File: config.mk
export PLATFORM = sky130hd
export DESIGN_NAME = dda_styled_line_stepper
export DESIGN_NICKNAME = d
export VERILOG_FILES = /design/src/hdl/dsls_pkg.sv /design/src/hdl/dda_styled_line_stepper.sv
export SDC_FILE = /design/constraint.sdc
export NUM_CORES = 1
export LEC_CHECK = 0
export BUFFER_PORTS_ARGS = -buffer_cell sky130_fd_sc_hd__buf_2
export CAP_MARGIN = 20
export CORE_ASPECT_RATIO = 1.2
export CORE_UTILIZATION = 45
export DETAILED_ROUTE_END_ITERATION = 16
export SETUP_SLACK_MARGIN = 0.4
export SYNTH_ARGS = -nofsm -noshare
export SYNTH_HDL_FRONTEND = slang
export SYNTH_SLANG_ARGS = --single-unit
File: constraint.sdc
create_clock -name clk_i -period 7.25 [get_ports clk_i]
set_input_delay 1.0875 -clock clk_i [delete_from_list [all_inputs] [get_ports clk_i]]
set_output_delay 1.0875 -clock clk_i [all_outputs]
set_load 0.05 [all_outputs]
File: src/hdl/dsls_pkg.sv
package dsls_pkg;

  // sequencer states
  typedef enum logic [1:0] {
    ST_IDLE,
    ST_DIV,
    ST_ROUND
  } state_e;

  // request kinds (tuser)
  localparam logic FUNC_START = 1'b0;
  localparam logic FUNC_STEP  = 1'b1;

  // line styles
  localparam logic [2:0] STYLE_SOLID   = 3'd1;
  localparam logic [2:0] STYLE_DASH    = 3'd2;
  localparam logic [2:0] STYLE_DOT     = 3'd3;
  localparam logic [2:0] STYLE_DASHDOT = 3'd4;

  // pattern geometry
  localparam int unsigned DASH_EVERY  = 5;
  localparam int unsigned DOT_EVERY   = 10;
  localparam int unsigned PATTERN_LEN = 20;
  localparam int unsigned DOT_POS     = 12;

  localparam int unsigned PHASE_W = $clog2(PATTERN_LEN);
  typedef logic [PHASE_W-1:0] phase_t;

  // plot flag from style and step position within the 20-step pattern
  function automatic logic plot_for(logic [2:0] style, phase_t ph);
    logic r;
    unique case (style)
      STYLE_SOLID:   r = 1'b1;
      STYLE_DASH:    r = (ph == '0) || (ph == PHASE_W'(DASH_EVERY)) ||
                         (ph == PHASE_W'(2 * DASH_EVERY)) ||
                         (ph == PHASE_W'(3 * DASH_EVERY));
      STYLE_DOT:     r = (ph == '0) || (ph == PHASE_W'(DOT_EVERY));
      STYLE_DASHDOT: r = (ph < PHASE_W'(DASH_EVERY)) || (ph == PHASE_W'(DOT_POS));
      default:       r = 1'b0;
    endcase
    return r;
  endfunction

endpackage

File: src/hdl/dda_styled_line_stepper.sv
// Channel   Dir  Handshake              Payload
// s_axis    in   tvalid / tready        tdata: x_start, y_start, x_end, y_end, style
//                                       tuser: func (0 start, 1 step)
// m_axis    out  tvalid / tready        tdata: px, py; tuser: plot, error; tlast: last
//
// A step request's point is registered in the output register when it is taken.
// A start request gives point 0 at once, then a shared restoring divider works out
// the x and y increments one quotient bit per cycle, x first and then y, each with
// a rounding step after its quotient bits, while no request is taken.
// Reset (rst_ni low) leaves the block idle with no result pending; no clearing pass.
// A request is taken only while the output register is empty or being drained.
module dda_styled_line_stepper #(
  parameter int unsigned COORD_BITS = 12,
  parameter int unsigned FRAC_BITS  = 16
) (
  input  logic                                   clk_i,
  input  logic                                   rst_ni,
  input  logic                                   s_axis_tvalid_i,
  output logic                                   s_axis_tready_o,
  // x_start, y_start, x_end, y_end, style (lowest first), zero padded
  input  logic [((4*COORD_BITS+3+7)/8)*8-1:0]    s_axis_tdata_i,
  // func
  input  logic                                   s_axis_tuser_i,
  output logic                                   m_axis_tvalid_o,
  input  logic                                   m_axis_tready_i,
  // px, py (lowest first), zero padded
  output logic [((2*COORD_BITS+7)/8)*8-1:0]      m_axis_tdata_o,
  // plot, error (lowest first)
  output logic [1:0]                             m_axis_tuser_o,
  output logic                                   m_axis_tlast_o
);

  import dsls_pkg::*;

  localparam int unsigned OUT_W  = ((2*COORD_BITS+7)/8)*8;
  localparam int unsigned D_W    = COORD_BITS + 1;            // signed delta
  localparam int unsigned ACC_W  = COORD_BITS + FRAC_BITS + 1;
  localparam int unsigned INC_W  = FRAC_BITS + 2;
  localparam int unsigned Q_W    = FRAC_BITS + 1;             // quotient up to 2^FRAC_BITS
  localparam int unsigned CNT_W  = $clog2(FRAC_BITS + 1);
  localparam logic [CNT_W-1:0] CNT_LAST = CNT_W'(FRAC_BITS);
  localparam logic [ACC_W-1:0] RND_POS  = ACC_W'(1) << (FRAC_BITS - 1);
  localparam logic [ACC_W-1:0] RND_NEG  = RND_POS - ACC_W'(1);

  // ---------------------------------------------------------------------------
  // Request unpack
  // ---------------------------------------------------------------------------
  logic signed [COORD_BITS-1:0] xs, ys, xe, ye;
  logic [2:0]                   in_style;

  assign xs       = s_axis_tdata_i[0*COORD_BITS +: COORD_BITS];
  assign ys       = s_axis_tdata_i[1*COORD_BITS +: COORD_BITS];
  assign xe       = s_axis_tdata_i[2*COORD_BITS +: COORD_BITS];
  assign ye       = s_axis_tdata_i[3*COORD_BITS +: COORD_BITS];
  assign in_style = s_axis_tdata_i[4*COORD_BITS +: 3];

  // deltas and the major-axis length
  logic signed [D_W-1:0]   dx, dy;
  logic [D_W-1:0]          dx_abs_w, dy_abs_w;
  logic [COORD_BITS-1:0]   dx_abs, dy_abs, len;

  assign dx       = D_W'(xe) - D_W'(xs);
  assign dy       = D_W'(ye) - D_W'(ys);
  assign dx_abs_w = dx[D_W-1] ? -dx : dx;
  assign dy_abs_w = dy[D_W-1] ? -dy : dy;
  assign dx_abs   = dx_abs_w[COORD_BITS-1:0];
  assign dy_abs   = dy_abs_w[COORD_BITS-1:0];
  assign len      = (dx_abs > dy_abs) ? dx_abs : dy_abs;

  // ---------------------------------------------------------------------------
  // State
  // ---------------------------------------------------------------------------
  state_e state_q, state_d;

  logic                    busy_q;
  logic [COORD_BITS-1:0]   step_idx_q, step_tot_q;
  phase_t                  phase_q;
  logic [2:0]              style_q;
  logic [ACC_W-1:0]        x_acc_q, y_acc_q;
  logic [INC_W-1:0]        x_inc_q, y_inc_q;

  // divider
  logic                    axis_q;                 // 0 x, 1 y
  logic [CNT_W-1:0]        cnt_q;
  logic [COORD_BITS-1:0]   rem_q;
  logic [Q_W-1:0]          quo_q;
  logic [COORD_BITS-1:0]   ady_q;
  logic                    sx_q, sy_q;

  // output register
  logic                    ovalid_q;
  logic [COORD_BITS-1:0]   px_q, py_q;
  logic                    plot_q, last_q, err_q;

  // ---------------------------------------------------------------------------
  // Sequencer
  // ---------------------------------------------------------------------------
  logic in_ready, accept, start_line, div_en, rnd_en;

  assign accept     = s_axis_tvalid_i && in_ready;
  assign start_line = accept && (s_axis_tuser_i == FUNC_START) && (len != '0);

  always_comb begin
    state_d = state_q;
    unique case (state_q)
      ST_IDLE:  if (start_line) state_d = ST_DIV;
      ST_DIV:   if (cnt_q == CNT_LAST) state_d = ST_ROUND;
      ST_ROUND: state_d = axis_q ? ST_IDLE : ST_DIV;
      default:  state_d = ST_IDLE;
    endcase
  end

  always_comb begin
    in_ready = 1'b0;
    div_en   = 1'b0;
    rnd_en   = 1'b0;
    unique case (state_q)
      ST_IDLE:  in_ready = !ovalid_q || m_axis_tready_i;
      ST_DIV:   div_en   = 1'b1;
      ST_ROUND: rnd_en   = 1'b1;
      default:  ;
    endcase
  end

  // ---------------------------------------------------------------------------
  // Shared divider: |d| * 2^FRAC_BITS / len, one quotient bit a cycle.
  // First cycle compares |d| itself (it may equal len), later ones 2*rem.
  // ---------------------------------------------------------------------------
  logic [COORD_BITS:0]   trial;
  logic                  ge;
  logic [COORD_BITS:0]   trial_sub;
  logic                  round_up;
  logic [INC_W-1:0]      mag_q, inc_new;
  logic                  sign_cur;

  assign trial     = (cnt_q == '0) ? {1'b0, rem_q} : {rem_q, 1'b0};
  assign ge        = trial >= {1'b0, step_tot_q};
  assign trial_sub = trial - {1'b0, step_tot_q};
  // round to nearest, half up on magnitude
  assign round_up  = {rem_q, 1'b0} >= {1'b0, step_tot_q};
  assign mag_q     = {1'b0, quo_q} + INC_W'(round_up);
  assign sign_cur  = axis_q ? sy_q : sx_q;
  assign inc_new   = sign_cur ? -mag_q : mag_q;

  // ---------------------------------------------------------------------------
  // Step datapath
  // ---------------------------------------------------------------------------
  logic [ACC_W-1:0]      x_sum, y_sum, x_rnd, y_rnd;
  logic [COORD_BITS-1:0] idx_next;
  phase_t                phase_next;

  assign x_sum = x_acc_q + {{(ACC_W-INC_W){x_inc_q[INC_W-1]}}, x_inc_q};
  assign y_sum = y_acc_q + {{(ACC_W-INC_W){y_inc_q[INC_W-1]}}, y_inc_q};
  // half away from zero: negative values take half minus one before the floor
  assign x_rnd = x_sum + (x_sum[ACC_W-1] ? RND_NEG : RND_POS);
  assign y_rnd = y_sum + (y_sum[ACC_W-1] ? RND_NEG : RND_POS);

  assign idx_next   = step_idx_q + COORD_BITS'(1);
  assign phase_next = (phase_q == PHASE_W'(PATTERN_LEN - 1)) ? '0 : phase_q + PHASE_W'(1);

  // ---------------------------------------------------------------------------
  // Control registers
  // ---------------------------------------------------------------------------
  always_ff @(posedge clk_i or negedge rst_ni) begin
    if (!rst_ni) begin
      state_q  <= ST_IDLE;
      busy_q   <= 1'b0;
      ovalid_q <= 1'b0;
      axis_q   <= 1'b0;
      cnt_q    <= '0;
    end else begin
      state_q <= state_d;
      if (accept) begin
        ovalid_q <= 1'b1;
      end else if (m_axis_tready_i) begin
        ovalid_q <= 1'b0;
      end
      if (accept) begin
        if (s_axis_tuser_i == FUNC_START) begin
          busy_q <= (len != '0);
        end else if (busy_q && (idx_next == step_tot_q)) begin
          busy_q <= 1'b0;
        end
      end
      if (start_line) begin
        axis_q <= 1'b0;
        cnt_q  <= '0;
      end else if (div_en) begin
        cnt_q <= cnt_q + CNT_W'(1);
      end else if (rnd_en) begin
        axis_q <= 1'b1;
        cnt_q  <= '0;
      end
    end
  end

  // ---------------------------------------------------------------------------
  // Line state, divider and output payload
  // ---------------------------------------------------------------------------
  always_ff @(posedge clk_i) begin
    if (start_line) begin
      x_acc_q    <= {xs[COORD_BITS-1], xs, {FRAC_BITS{1'b0}}};
      y_acc_q    <= {ys[COORD_BITS-1], ys, {FRAC_BITS{1'b0}}};
      step_idx_q <= '0;
      step_tot_q <= len;
      phase_q    <= '0;
      style_q    <= in_style;
      rem_q      <= dx_abs;
      ady_q      <= dy_abs;
      sx_q       <= dx[D_W-1];
      sy_q       <= dy[D_W-1];
    end else if (accept && busy_q) begin
      x_acc_q    <= x_sum;
      y_acc_q    <= y_sum;
      step_idx_q <= idx_next;
      phase_q    <= phase_next;
    end else if (div_en) begin
      rem_q <= ge ? trial_sub[COORD_BITS-1:0] : trial[COORD_BITS-1:0];
      quo_q <= {quo_q[Q_W-2:0], ge};
    end else if (rnd_en) begin
      if (axis_q) begin
        y_inc_q <= inc_new;
      end else begin
        x_inc_q <= inc_new;
        rem_q   <= ady_q;
      end
    end

    if (accept) begin
      px_q   <= '0;
      py_q   <= '0;
      plot_q <= 1'b0;
      last_q <= 1'b1;
      err_q  <= 1'b0;
      if (s_axis_tuser_i == FUNC_START) begin
        if (len == '0) begin
          err_q <= 1'b1;
        end else begin
          px_q   <= xs;
          py_q   <= ys;
          plot_q <= plot_for(in_style, '0);
          last_q <= 1'b0;
        end
      end else if (busy_q) begin
        px_q   <= x_rnd[FRAC_BITS +: COORD_BITS];
        py_q   <= y_rnd[FRAC_BITS +: COORD_BITS];
        plot_q <= plot_for(style_q, phase_next);
        last_q <= (idx_next == step_tot_q);
      end
    end
  end

  // ---------------------------------------------------------------------------
  // Ports
  // ---------------------------------------------------------------------------
  assign s_axis_tready_o = in_ready;
  assign m_axis_tvalid_o = ovalid_q;
  assign m_axis_tdata_o  = OUT_W'({py_q, px_q});
  assign m_axis_tuser_o  = {err_q, plot_q};
  assign m_axis_tlast_o  = last_q;

endmodule
## Word-level counts from Yosys, hierarchy flattened

Index checks and enable logic that the tools add are counted.

| cells by class | value |
|---|---|
| add/subtract/negate cells | 14 |
| multiply operators | 0 |
| div/mod/pow operators | 0 |
| magnitude comparators | 4 |
| eq/ne operators | 23 |
| shift operators | 0 |
| muxes and demuxes | 50 |
| bitwise logic cells | 5 |
| reductions and logical operators | 29 |

Operators by type and width:

| operator | number |
|---|---|
| 2-to-1 mux 12 bit | 15 |
| 2-to-1 mux 29 bit | 4 |
| adder 29 bit | 2 |
| adder 28 x 16 -> 28 bit | 2 |
| 2-to-1 mux 16 bit | 2 |
| greater-or-equal comparator 13 x 12 -> 1 bit | 2 |
| subtractor 12 x 12 -> 13 bit | 2 |
| negator 12 bit | 2 |
| 2-to-1 mux 5 bit | 4 |
| 2-to-1 mux 1 bit | 19 |
| adder 17 x 1 -> 18 bit | 1 |
| 2-to-1 mux 18 bit | 1 |
| negator 18 bit | 1 |
| == test 5 x 4 -> 1 bit (second input constant) | 3 |
| 2-to-1 mux 13 bit | 1 |
| adder 12 x 1 -> 12 bit (second input constant) | 1 |
| == test 12 bit | 1 |
| == test 3 x 2 -> 1 bit (second input constant) | 4 |
| greater-than comparator 12 bit | 1 |
| zero test 12 bit | 1 |
| nonzero test 12 bit | 1 |
| subtractor 12 bit | 1 |
| adder 5 x 1 -> 5 bit (second input constant) | 2 |
| == test 5 bit (second input constant) | 2 |
| other kinds (24) | 50 |

| word-level totals | value |
|---|---|
| bits in registers | 206 |
| bits in latches | 0 |
| memory bits (writable) | 0 |
| bits in read-only memories | 0 |
| input port bits | 61 |
| output and inout port bits | 29 |
| word-level logic and storage cells | 150 |
| memories kept | 0 |

## Logic depth before layout (Yosys ltp)

Gate-level depths: netlist of the first run.

| depth | value |
|---|---|
| depth after elaboration | 9 |
| depth in mapped cells | 27 |
| mapped depth without buffers | 26 |

## Worst setup path after synthesis of the first run

OpenSTA, ideal clock, no wires.

| timing path | value |
|---|---|
| path kind | input port to flip-flop |
| start | input port s_axis_tdata_i[36] |
| end | register x_acc_q[16], enable pin |
| setup time | 0.389 ns |
| arrival time | 6.228 ns |
| data required time | 6.861 ns |
| setup slack | 0.633 ns |
| cell stages on the path | 22 |
| buffers on the path | 1 |
| path through | inv_1 -> ha_1 -> fa_1 -> nand2b_1 -> a211oi_1 -> o211ai_1 -> o211ai_1 -> nand2_1 -> and3_1 -> or2_2 -> ha_1 -> a21o_1 -> a211oi_1 -> o2111ai_1 -> a41oi_1 -> buf_2 -> o2111ai_1 -> a22oi_1 -> nand4b_1 -> or3_1 -> o21ai_2 -> inv_1 |

| between the ends | value |
|---|---|
| elaborated cells on any way between the ends | 8 |
| those cells by class | add/sub (2); order compare (1); mux (2); reduce/logical (3) |

RTL lines:

| element | line | text |
|---|---|---|
| start: declaration | dda_styled_line_stepper.sv:21 | `input logic [((4*COORD_BITS+3+7)/8)*8-1:0] s_axis_tdata_i,` |
| subtractor 12 x 12 -> 13 bit * | dda_styled_line_stepper.sv:63 | `assign dy = D_W'(ye) - D_W'(ys);` |
| via dy[12] | dda_styled_line_stepper.sv:58 | `logic signed [D_W-1:0] dx, dy;` |
| 2-to-1 mux 12 bit * | dda_styled_line_stepper.sv:65 | `assign dy_abs_w = dy[D_W-1] ? -dy : dy;` |
| greater-than comparator 12 bit | dda_styled_line_stepper.sv:68 | `assign len = (dx_abs > dy_abs) ? dx_abs : dy_abs;` |
| 2-to-1 mux 12 bit * | dda_styled_line_stepper.sv:68 |  |
| nonzero test 12 bit * | dda_styled_line_stepper.sv:101 | `assign start_line = accept && (s_axis_tuser_i == FUNC_START) && (len != '0);` |
| logical AND 1 bit * | dda_styled_line_stepper.sv:101 |  |
| nonzero test 2 bit (no source line) * | -- |  |
| end signal: assignment | dda_styled_line_stepper.sv:202 | `x_acc_q <= {xs[COORD_BITS-1], xs, {FRAC_BITS{1'b0}}};` |
| end signal: assignment | dda_styled_line_stepper.sv:213 | `x_acc_q <= x_sum;` |
| end: declaration | dda_styled_line_stepper.sv:79 | `logic [ACC_W-1:0] x_acc_q, y_acc_q;` |

The timed path passes the listed nets; every way through them passes the cells marked *.
A chain may end at the register's enable or synchronous reset.

## Worst setup path in the final report of the first run

| timing path | value |
|---|---|
| start | input port s_axis_tdata_i[12] |
| end | register rem_q[11], enable pin |

| between the ends | value |
|---|---|
| cells in the longest elaborated chain, start to end | 9 |
| elaborated cells on any way between the ends | 11 |
| those cells by class | add/sub (2); order compare (1); eq/ne (2); mux (2); reduce/logical (4) |

Ends and longest elaborated chain:

| element | line | text |
|---|---|---|
| subtractor 12 x 12 -> 13 bit * | dda_styled_line_stepper.sv:63 |  |
| negator 12 bit | dda_styled_line_stepper.sv:65 |  |
| 2-to-1 mux 12 bit * | dda_styled_line_stepper.sv:65 |  |
| greater-than comparator 12 bit | dda_styled_line_stepper.sv:68 |  |
| 2-to-1 mux 12 bit * | dda_styled_line_stepper.sv:68 |  |
| nonzero test 12 bit * | dda_styled_line_stepper.sv:101 |  |
| logical AND 1 bit * | dda_styled_line_stepper.sv:101 |  |
| inequality test 3 x 1 -> 1 bit (no source line), or another cell as far along | -- |  |
| AND reduction 3 bit (no source line) * | -- |  |
| end signal: assignment | dda_styled_line_stepper.sv:208 | `rem_q <= dx_abs;` |
| end signal: assignment | dda_styled_line_stepper.sv:218 | `rem_q <= ge ? trial_sub[COORD_BITS-1:0] : trial[COORD_BITS-1:0];` |
| end signal: assignment | dda_styled_line_stepper.sv:225 | `rem_q <= ady_q;` |
| end: declaration | dda_styled_line_stepper.sv:85 | `logic [COORD_BITS-1:0] rem_q;` |

Every way passes the cells marked *; elsewhere a longest branch is shown, timed or not.

==> run_results.csv, run 1 <==
group,metric,value,unit
setup_path,worst-path-buf-inv,5,
power_and_ir_drop,p_seq_share,28.0,%
placed_design,post-place-ws,-0.0627,ns
finish,nFillCells,3271,
finish,drive_gt1_share,11.0,%
cts,clock_latency,0.54,ns
cts,htreeDepth,1,
timing,hold_viol,0,
power_and_ir_drop,power.internal,3.97,mW
synth,netlist_instances,1701,
setup_path,startpoint_type,"input port",
power_and_ir_drop,comb_power_share,53.2,%
synth,synthArstFlopShare,4.85,%
drt,drc,0,
power_and_ir_drop,sw_frac_of_total,41.9,%
setup_path,r2r_start,"x_acc_q[0]$_SDFFE_PP0P_",
floorplanning,core_area,35100,um2
placed_design,hpwl,32.7,mm
global_routing,antenna_found_initial,0,
cts,numCtsBuffers,24,
cts,root_buffer,"clkbuf_16",
drt,via_count,13239,
cts,cts-hold-fix-buffers,0,
synth,synth_edf_count,147,
timing,tightest_slew,0.994,ns
setup_path,crit_path_max_fanout,19,
drt,drt_iter0_drc,721,
setup_path,path_delay_family,"simple AND/OR/NAND/NOR gates",
timing,fin_skew,0.0228,ns
synth,syn_area_per_cell,9.48,um2
hold_path,hp-class,"in -> async",
drt,wirelength,42.8,mm
power_and_ir_drop,power.leakage,7.56,nW
power_and_ir_drop,p_switching,2.87,mW
power_and_ir_drop,pwr-share-clk,18.9,%
global_routing,grt_pass1_vias,12810,
synth,ys_warn_count,0,
setup_path,crit_path_end_kind,"flip-flop",
setup_path,cp_common_cell,"buf_4",
timing,min_period_over_period,90.8,%
timing,period_needed,6.59,ns
power_and_ir_drop,p_per_area,380,nW/um2
run_status,status,"complete, no violations",
synth,yosysUniqueCellTypes,90,
timing,fmax,0.152,GHz
cts,cts_tree,"yes",
synth,yosysSeqAreaShare,35.0,%
finish,most-common-layout-cells,"158 x ha_1, 147 x edfxtp_1, 111 x nand2_1",
cts,clk_pin_slew,0.06,ns
setup_path,worstSetupPathType,"in -> reg",
global_routing,grtUsageTotal,23.2,%
synth,synth.net_count,1925,
drt,drt-wirelength-per-cell,18.9,um
timing,finalSetupViolCount,0,
global_routing,grt_pass1_wl,68.0,mm
drt,ant_nets,0,
setup_path,worst_path_max_delay_cell,"or4_1",
synth,synthFlopType,"edfxtp_1",
floorplanning,rows,75,
run,max-cap-violations,0,
finish,syn2layout_area_growth,11.7,%
setup_path,crit_start,"s_axis_tdata_i[12]",
finish,final_common_cell,"ha_1",
timing,slew_violations,0,
timing,relSlewSlack,31.8,%
synth,syn_area,16100,um2
setup_path,arrival,6.85,ns
drt,viasPerCell,5.83,
floorplanning,initial_core_util,46.0,%
setup_path,max_stage_delay,0.51,ns
cts,clockBufferDepth,3,
power_and_ir_drop,total_power,6.84,mW
power_and_ir_drop,peakVddDrop,0.000358,V
finish,diodes,0,
floorplanning,die_w,175,um
cts,clkSinkCount,206,
floorplanning,io_pins,90,
global_routing,grt_start_max_net_pins,37,
floorplanning,die_area,36600,um2
synth,ys_ff_latch,206,
placed_design,gp_congestion,0.881,
setup_path,critPathRequiredTime,7.52,ns
drt,drtPass1Iterations,6,
global_routing,grt-ovfl-total,0,
finish,final_util,51.3,%
finish,nNetsFinal,2014,
timing,rsz0062_at_grt,"no",
placed_design,numPortBuffers,84,
floorplanning,die_h,209,um
timing,setup_ws,0.664,ns
==> state kept, by name, indices dropped and copies added (netlist names), 12 cells and up <==
register    flops
rem_q          12
y_inc_q        18
x_inc_q        18
px_q           12
x_acc_q        29
py_q           12
quo_q          17
step_tot_q     12
ady_q          12
y_acc_q        29
step_idx_q     12
==> routing by layer <==
layer	global-route usage, %	part of all wire, %
met1	28.8	43
met2	41.6	50
met3	2.16	3.1
met4	8.67	3.5
met5	0	0
==> stage by stage <==
stage                     TNS (ns)  instance area [um2]  hold slack, ns  std cells
after CTS                        0                18000           0.412       2268
after detailed placement    -0.420                17100           0.465       2224
final                            0                18000           0.432       2270
after global routing             0                18000           0.430       2270
after floorplan                  0                16100           0.433       1701
after global placement           0                17100           0.463       2224
==> synth_stat cells (all sizes together) (22+ instances only) <==
| cell | instances | share of area, % |
|---|---|---|
| a21o | 47 | 2.2 |
| a21oi | 102 | 3.3 |
| a22o | 51 | 2.8 |
| and3 | 27 | 1.0 |
| buf | 30 | 1.2 |
| dfxtp | 49 | 6.1 |
| edfxtp | 147 | 27 |
| ha | 158 | 12 |
| inv | 111 | 2.6 |
| nand2 | 112 | 2.7 |
| nand2b | 26 | 1.0 |
| nand3 | 52 | 1.6 |
| nor2 | 102 | 2.4 |
| nor2b | 22 | 0.85 |
| nor3 | 25 | 0.78 |
| o21a | 32 | 1.5 |
| o21ai | 90 | 2.8 |
| xnor2 | 108 | 5.9 |
| xor2 | 60 | 3.3 |
==> power groups by stage <==
stage	clock [mW]	sequential [mW]	combinational, mW
after floorplan	0	1.94	2.67
after global placement	0	1.93	3.52
after detailed placement	0	1.93	3.59
after CTS	1.32	1.91	3.62
after global routing	1.36	1.94	4.03
final	1.29	1.91	3.64
==> worst paths after layout <==
| kind | cells after the start | slack, ns | end |
|---|---|---|---|
| max reg2reg | 22 | 1.23 | px_q[10]$_DFFE_PP_ |
| max in group asynchronous | 1 | 6.57 | busy_q$_DFFE_PN0P_ |
| min reg2reg | 1 | 0.48 | y_acc_q[3]$_SDFFE_PP0P_ |
| min | 1 | 0.43 | m_axis_tvalid_o$_DFFE_PN0P_ |
| min in group clk_i | 1 | 0.48 | y_acc_q[3]$_SDFFE_PP0P_ |
| max | 26 | 0.66 | rem_q[11]$_DFFE_PP_ |
==> what timing repair did <==
| item | in CTS | in global routing |
|---|---|---|
| resized for setup | 0 | 6 |
| setup endpoints to repair | 0 | 148 |
| buffers inserted | 0 | 2 |
| endpoints found under the hold margin | 0 | 0 |
==> cell type report <==
cell class	count	area, um2	area share, %
timing repair buffer	112	684	3.80
clock inverter	10	121	0.674
tap	462	578	3.21
clock buffer	34	722	4.01
sequential	206	5650	31.3
multi-input combinational	1335	9840	54.6
inverter	111	419	2.33
==> worst register-to-register path, stage by stage, from the launching register on <==
cell       delay [ns]
dfxtp_1          0.33
ha_1             0.20
inv_1            0.06
fa_1             0.41
nor2b_1          0.16
o31a_1           0.19
o2111ai_1        0.16
a31oi_1          0.61
a31oi_1          0.20
xnor2_1          0.47
inv_1            0.41
ha_1             0.45
a21o_1           0.12
a21o_1           0.10
a21oi_1          0.07
a21oi_1          0.12
or2_2            0.13
nand4bb_1        0.21
nor4b_2          0.58
nand4b_1         0.28
nor2_1           0.20
xor2_1           0.17
o21ai_0          0.09
==> kinds of logic (layout without fill, tap and decap cells) <==
logic type      after synthesis  after routing  synth area share, %
simple gates                471            471                 15.2
buf+inv                     160            267                 4.20
xor+xnor                    168            168                 9.17
fa+ha+maj                   163            163                 12.9
mux                          33             33                 2.16
flops                       206            206                 35.0
compound gates              500            500                 21.4
Note: power is estimated with default switching activity, not from simulation.
==> inputs of run 2 (changes only) <==
Settings changed: PLACE_DENSITY set to 0.69.
==> run 2 against run 1 <==
Effect of this change: sequential share of layout area rose by 0.074 points; die area did not move; register-to-register slack improved by 0.02 ns; clock-buffer cell count fell by 6; clock skew fell by 0.011 ns; clock power fell by 4%; worst setup slack improved by 0.15 ns; critical path type unchanged; largest cell class unchanged.
==> run_results.csv, run 2 (synthesis results as in run 1) <==
group,metric,value,unit
finish,top_regs,"x_acc_q (29), y_acc_q (29)",
finish,final_common_cell,"ha_1",
global_routing,grt_start_max_net_pins,51,
run,max-cap-violations,0,
power_and_ir_drop,p_per_area,378,nW/um2
power_and_ir_drop,peakVddDrop,0.000272,V
floorplanning,die_w,175,um
timing,finalSetupViolCount,0,
setup_path,reg2reg_setup_slack,1.25,ns
cts,clkSinkCount,206,
finish,drive_gt1_share,11.3,%
floorplanning,rows,75,
timing,relSlewSlack,31.8,%
setup_path,crit_path_end_kind,"flip-flop",
cts,cts_tree,"yes",
placed_design,gp_congestion,0.907,
power_and_ir_drop,power.leakage,7.54,nW
finish,multi_input_area,9850,um2
setup_path,crit_path_max_fanout,24,
setup_path,arrival,6.90,ns
timing,tightest_slew,0.995,ns
hold_path,hp-class,"in -> async",
run_status,status,"complete, no violations",
global_routing,grt-ovfl-total,0,
setup_path,critPathRequiredTime,7.71,ns
global_routing,grt_pass1_vias,12788,
setup_path,ff2ff_path_depth,24,
placed_design,post-place-ws,0.0170,ns
floorplanning,io_pins,90,
cts,clock_latency,0.53,ns
cts,clk_pin_slew,0.06,ns
finish,fin_area,18000,um2
setup_path,startpoint_type,"input port",
drt,viasPerCell,5.87,
global_routing,grtUsageTotal,22.4,%
placed_design,hpwl,32.0,mm
timing,fmax,0.155,GHz
finish,nNetsFinal,2016,
drt,drtPass1Iterations,5,
drt,via_count,13352,
finish,most-common-layout-cells,"158 x ha_1, 147 x edfxtp_1, 111 x nand2_1",
timing,slew_violations,0,
timing,rsz0062_at_grt,"no",
timing,min_period_over_period,88.8,%
timing,fin_skew,0.0115,ns
cts,numCtsBuffers,24,
drt,ant_nets,0,
finish,syn2layout_area_growth,11.4,%
setup_path,worstSetupPathType,"in -> reg",
cts,root_buffer,"clkbuf_16",
timing,setup_ws,0.812,ns
setup_path,r2r_end,"py_q[9]$_DFFE_PP_",
cts,clockBufferDepth,3,
floorplanning,die_area,36600,um2
timing,period_needed,6.44,ns
floorplanning,initial_core_util,46.0,%
floorplanning,die_h,209,um
finish,regArea,5650,um2
global_routing,antenna_found_initial,1,
setup_path,r2r_start,"y_inc_q[0]$_DFFE_PP_",
timing,hold_viol,0,
placed_design,numPortBuffers,84,
drt,drt-wirelength-per-cell,18.2,um
drt,drt_iter0_drc,1008,
drt,drc,0,
finish,nFillCells,3213,
drt,wirelength,41.3,mm
global_routing,grt_pass1_wl,65.9,mm
placed_design,placed_area,17100,um2
cts,htreeDepth,1,
floorplanning,core_area,35100,um2
timing,setup_tns,0,ns
run 2: critical path, stage by stage:
cell       delay, ns
buf_2           0.14
ha_1            0.22
fa_1            0.43
nand2b_1        0.21
a211oi_1        0.34
o211ai_1        0.16
buf_4           0.18
o211a_1         0.24
o22ai_1         0.19
xnor2_1         0.22
inv_1           0.08
ha_1            0.31
and3_1          0.20
a221oi_1        0.32
o2111ai_1       0.18
a41oi_1         0.32
buf_4           0.26
nand3_1         0.14
o32ai_1         0.17
nand4b_1        0.21
nor2_1          0.23
a21oi_4         0.09
buf_4           0.23
nand2b_1        0.17
buf_4           0.24
buf_4           0.17
o22ai_1         0.14
run 2: layout make-up:
type / count / area share [%]
clock buffers: 28 / 3.48
repair buffers: 114 / 3.73
inverters: 111 / 2.33
well taps: 462 / 3.22
diodes: 1 / 0.0139
multi-input cells: 1335 / 54.8
flip-flops and latches: 206 / 31.4
clock inverters: 16 / 1.02
run 2: worst max path at each step:
stage,from,end,slack (ns),cells past startpoint
floorplan,s_axis_tdata_i[36],x_acc_q[16]$_DFFE_PP_,0.63,22
global placement,s_axis_tdata_i[0],rem_q[3]$_DFFE_PP_,0.17,23
detailed placement,s_axis_tdata_i[0],rem_q[4]$_DFFE_PP_,0.02,23
CTS,s_axis_tdata_i[0],rem_q[3]$_DFFE_PP_,0.54,23
global route,s_axis_tdata_i[12],y_acc_q[1]$_SDFFE_PP0P_,0.45,27
finish,s_axis_tdata_i[12],y_acc_q[1]$_SDFFE_PP0P_,0.81,27
run 2: routing by layer:
metal / routed length [um] / up-vias / track usage [%]
met4: 1870 / 0 / 10.2
met5: 0 / - / 0
li1: - / 6546 / -
met2: 20800 / 317 / 40.0
met3: 1610 / 89 / 2.21
met1: 17100 / 6400 / 27.1
run 2: metrics by stage:
stage	util, %	total power [mW]	hold WS (ns)	std cells
2_1_floorplan	-	4.61	0.433	1701
3_3_place_gp	48.8	5.40	0.463	2228
3_5_place_dp	48.8	5.51	0.463	2228
4_1_cts	51.1	6.77	0.414	2272
5_1_grt	51.2	7.27	0.422	2273
6_report	51.2	6.78	0.425	2273
run 2: power breakdown:
| group | leakage (nW) | switching [mW] | internal (mW) | total [mW] |
|---|---|---|---|---|
| clock network | 0.399 | 0.509 | 0.733 | 1.24 |
| registers | 1.90 | 0.218 | 1.70 | 1.91 |
| logic | 5.24 | 2.12 | 1.51 | 3.63 |
run 2: what timing repair did:
item	4_1_cts	5_1_grt
hold buffers	0	0
setup buffers	0	0
resized for setup	0	5
endpoints found under the hold margin	0	0
endpoints found under the setup margin	0	73
